<file path="src/sv/mwak_ram.sv">
// generic single write port, single read port ram with registered read
`timescale 1ns / 1ps

module mwak_ram #(
    parameter int WIDTH = 8,
    parameter int DEPTH = 16
) (
    input  logic                                   clk,
    input  logic                                   we,
    input  logic [(DEPTH > 1 ? $clog2(DEPTH) : 1)-1:0] waddr,
    input  logic [WIDTH-1:0]                       wdata,
    input  logic                                   re,
    input  logic [(DEPTH > 1 ? $clog2(DEPTH) : 1)-1:0] raddr,
    output logic [WIDTH-1:0]                       rdata
);

    logic [WIDTH-1:0] mem_reg [DEPTH];
    logic [WIDTH-1:0] rdata_reg;

    always_ff @(posedge clk)
    begin
        if (we)
        begin
            mem_reg[waddr] <= wdata;
        end
        if (re)
        begin
            rdata_reg <= mem_reg[raddr];
        end
    end

    assign rdata = rdata_reg;

endmodule

</file>
<file path="config.mk">
export PLATFORM = sky130hd
export DESIGN_NAME = mwak_ram
export DESIGN_NICKNAME = d
export VERILOG_FILES = /design/src/sv/mwak_ram.sv
export SDC_FILE = /design/constraint.sdc
export NUM_CORES = 1
export LEC_CHECK = 0
export ABC_AREA = 1
export BUFFER_PORTS_ARGS = -buffer_cell sky130_fd_sc_hd__buf_2
export CAP_MARGIN = 25
export CORE_MARGIN = 10
export CORE_UTILIZATION = 36
export DETAILED_ROUTE_END_ITERATION = 12
export HOLD_SLACK_MARGIN = 0.02
export PLACE_DENSITY = 0.57
export REMOVE_ABC_BUFFERS = 1
export SYNTH_ARGS = -nofsm -noshare
export SYNTH_HDL_FRONTEND = slang
export SYNTH_SLANG_ARGS = --single-unit
export TNS_END_PERCENT = 10
</file>
<file path="constraint.sdc">
create_clock -name clk -period 2.7 [get_ports clk]
set_input_delay 0.135 -clock clk [delete_from_list [all_inputs] [get_ports clk]]
set_output_delay 0.135 -clock clk [all_outputs]
set_load 0.1 [all_outputs]
</file>
==> results.rst <==
.. list-table::
   :header-rows: 1

   * - Metric
     - Value
   * - Result of the run
     - completed
   * - Power density over the cells
     - 771 nW/um^2
   * - Final Hold Fails
     - 0
   * - Vias per Instance
     - 4.68
   * - Max capacitance violation total
     - 0
   * - Proportion of layout cells with a drive suffix above 1
     - 0.105
   * - Library cell used as clock root buffer
     - sky130_fd_sc_hd__clkbuf_16
   * - Maximum net fanout on the critical path
     - 33
   * - Mean cell area of the mapped netlist
     - 10.6 sq um
   * - Unrepaired setup endpoints after global routing
     - no
   * - Floorplan die width
     - 147 microns
   * - Worst-path cell chain
     - buf_2 > inv_2 > nand3_1 > nand3_1 > nand3_1 > nand2_1
   * - Reg2reg end
     - rdata[1]$_DFFE_PP_
   * - Worst setup margin
     - 1.18 ns
   * - Detailed router's first-iteration violation count
     - 354
   * - CP max stage delay
     - 0.53 ns
   * - Clock transition at the registers of the reported paths
     - 0.06 ns
   * - Fin crit period
     - 1.52 ns
   * - Slowest cell on crit path
     - sky130_fd_sc_hd__buf_2
   * - Core occupancy in the finished layout
     - 0.425
   * - Required @ worst endpoint
     - 2.85 ns
   * - Number of warnings issued by yosys
     - 0
   * - Global route total overflow
     - 0
   * - Register bit total from synthesis
     - 136
   * - Num Clock Sinks
     - 136
   * - Post-Place Setup Slack
     - 0.754 ns
   * - Via Count
     - 3,771
   * - Hold-critical path endpoint
     - rdata[6]$_DFFE_PP_
   * - Post-cts repair resize count
     - 0
   * - Total negative slack
     - 0 ns
   * - Count of distinct cell types in the synthesized netlist
     - 11
   * - Total non-filler cell area in the finished layout
     - 6750 sq um
   * - CTS buffer count
     - 17
   * - H-tree lvl count
     - 4
   * - Critical Path AT
     - 1.67 ns
   * - Number of cells on the worst reg-to-reg path
     - 6
   * - Beginning of the worst hold path
     - re
   * - Routability cong.
     - 0.837
   * - Hold Crit Depth
     - 1
   * - Number of remaining DRC errors
     - 0
   * - DR WL met3
     - 843 microns
   * - Area enclosed by the die boundary
     - 21,700 sq um
   * - Hold Crit Class
     - input port to flip-flop
   * - Total standard cell area after synthesis
     - 5850 sq um
   * - Cell class contributing the biggest share of worst-path delay
     - buffers and inverters
   * - Hold buffers post-CTS
     - 0
   * - Post-Route M1 WL
     - 6290 microns
   * - Height of the die
     - 147 microns
   * - Clock Skew
     - 0.0106 ns
   * - Effective utilization at floorplan
     - 0.368
   * - Amount of wire on met2 after detailed routing
     - 6340 microns
   * - Placed cell areas
     - 6120 sq um
   * - Type of the worst setup path
     - input port to flip-flop
   * - Max FFs per register
     - 128
   * - Insertion delay of the later-clocked pin in the worst-skew pair
     - 0.41 ns
   * - Synth-to-Final Area Change
     - 15.5%
   * - Top cell by count, worst path
     - sky130_fd_sc_hd__nand3_1
   * - DR WL/cell
     - 17.0 microns
   * - Relative slew margins
     - 0.380
   * - Largest net degree at the start of global routing
     - 42
   * - Cells after Synth
     - 551
   * - Post-CTS setup repair buffer count
     - 0
   * - Final count of pins violating max slew
     - 0
   * - Setup crit start kind
     - input port
   * - Final setup fails
     - 0
   * - Overall fraction of global-route tracks in use
     - 0.128
   * - Nets@finish
     - 596
   * - Buffers and inverters on the worst path
     - 2
   * - DRT antenna net count
     - 0
   * - Antenna diode count
     - 0
   * - Pin slew with the least headroom to its limit
     - 0.926 ns
   * - Launch instance of the worst register-to-register path
     - mem_reg[9][1]$_DFFE_PP_
   * - Num rows
     - 46
   * - Highest metal layer with signal wires
     - met4
   * - Sequential cell area fraction in the yosys report
     - 0.698
   * - Half-perimeter wire length after detailed placement
     - 8810 microns
   * - Setup crit end kind
     - flip-flop
   * - Vias in the first global route
     - 3,788
   * - FMAX
     - 660 MHz
   * - Static Leakage
     - 2.85 nW
   * - Number of antenna violations at the first check in global routing
     - 0
   * - Worst setup slack for register-to-register paths
     - 1.54 ns
   * - Portion of the clock cycle consumed by the worst path in the final layout
     - 0.561
   * - Final wirelength
     - 13,700 microns
   * - Number of optimization iterations in the first detailed-route pass
     - 5
   * - Fill cell count
     - 1,510
   * - Global-route wire length before repair
     - 21,300 microns
   * - Port Buffer Count
     - 26
   * - Largest vdd supply drop
     - 0.000410 V
   * - CTS tree
     - built
   * - Buffers from clock root to sink, at most
     - 2
   * - I/O pins
     - 27
   * - Core area
     - 15,900 sq um
power breakdown:
part	internal (mW)	switching [mW]	total (mW)	leakage, nW
clock network	1.62	0.840	2.46	0.296
registers	2.38	0.0152	2.40	1.24
logic	0.0744	0.274	0.349	1.32
total	4.08	1.13	5.21	2.85
through the flow:
step                total power [mW]  hold WS [ns]  std cells
global placement                2.79         0.517        774
CTS                             5.22        0.0817        805
floorplan                       2.63         0.234        527
global route                    5.36        0.0767        805
detailed placement              2.79         0.505        774
finish                          5.21        0.0895        805
routing by layer:
layer	vias to the layer above	global-route usage
met4	0	0.0377
li1	1830	-
met5	-	0
met3	18	0.0363
met1	1800	0.170
met2	123	0.200
how the worst max path moves through the flow:
stage              from                 end  slack (ns)  cells after the start
3_5_place_dp   raddr[1]  rdata[1]$_DFFE_PP_        0.75                      6
4_1_cts        raddr[1]  rdata[1]$_DFFE_PP_        1.17                      6
5_1_grt        raddr[1]  rdata[0]$_DFFE_PP_        1.06                      6
6_report       raddr[1]  rdata[7]$_DFFE_PP_        1.18                      6
3_3_place_gp   raddr[1]  rdata[6]$_DFFE_PP_        0.78                      6
2_1_floorplan  raddr[0]  rdata[2]$_DFFE_PP_        1.44                      6
placed cells by master, fill, tap and decap left out:
cell type                    Yosys  final
sky130_fd_sc_hd__nand3b_1        2      2
sky130_fd_sc_hd__nand3_1        97     97
sky130_fd_sc_hd__clkinv_1        0      2
sky130_fd_sc_hd__clkinv_4        0      1
sky130_fd_sc_hd__nor2_1         17     17
sky130_fd_sc_hd__clkbuf_16       0     17
sky130_fd_sc_hd__clkinvlp_4      0      4
sky130_fd_sc_hd__edfxtp_1      136    136
sky130_fd_sc_hd__buf_4           4      5
sky130_fd_sc_hd__buf_2          13     26
sky130_fd_sc_hd__inv_1         100    100
sky130_fd_sc_hd__bufinv_16       0      5
sky130_fd_sc_hd__clkinv_2        0      2
sky130_fd_sc_hd__inv_2           2      2
sky130_fd_sc_hd__nand2_1       173    173
worst reg2reg max path: cells and delay by family, from the launching register on:
family,cells,cell delay [ns]
flip-flops,1,0.37
buffers and inverters,1,0.07
AND/OR/NAND/NOR,5,0.49
cells by family (layout without fill, tap and decap cells):
group / after synthesis / count (layout) / synth area share
and+or+nand+nor: 289 / 289 / 0.208
DFF: 136 / 136 / 0.698
buffers and inverters: 126 / 164 / 0.0939
cell type report:
type / count / area (sq um) / area share
clock buffer: 17 / 425 / 0.0630
clock inverter: 14 / 206 / 0.0306
inverter: 102 / 383 / 0.0567
multi-input combinational: 289 / 1210 / 0.180
sequential: 136 / 4080 / 0.605
tap: 216 / 270 / 0.0400
timing repair buffer: 31 / 168 / 0.0248
synth_stat cells:
| cell type | count | area share |
|---|---|---|
| sky130_fd_sc_hd__buf_6 | 6 | 0.012 |
| sky130_fd_sc_hd__buf_2 | 13 | 0.011 |
| sky130_fd_sc_hd__nand3b_1 | 2 | 0.0026 |
| sky130_fd_sc_hd__inv_2 | 2 | 0.0013 |
| sky130_fd_sc_hd__nor2_1 | 17 | 0.011 |
| sky130_fd_sc_hd__inv_1 | 100 | 0.064 |
| sky130_fd_sc_hd__edfxtp_1 | 136 | 0.70 |
| sky130_fd_sc_hd__nand3_1 | 97 | 0.083 |
| sky130_fd_sc_hd__buf_4 | 4 | 0.0051 |
| sky130_fd_sc_hd__nand2_1 | 173 | 0.11 |
| sky130_fd_sc_hd__buf_1 | 1 | 0.00064 |
No activity file was read; power rests on OpenSTA's default activity.
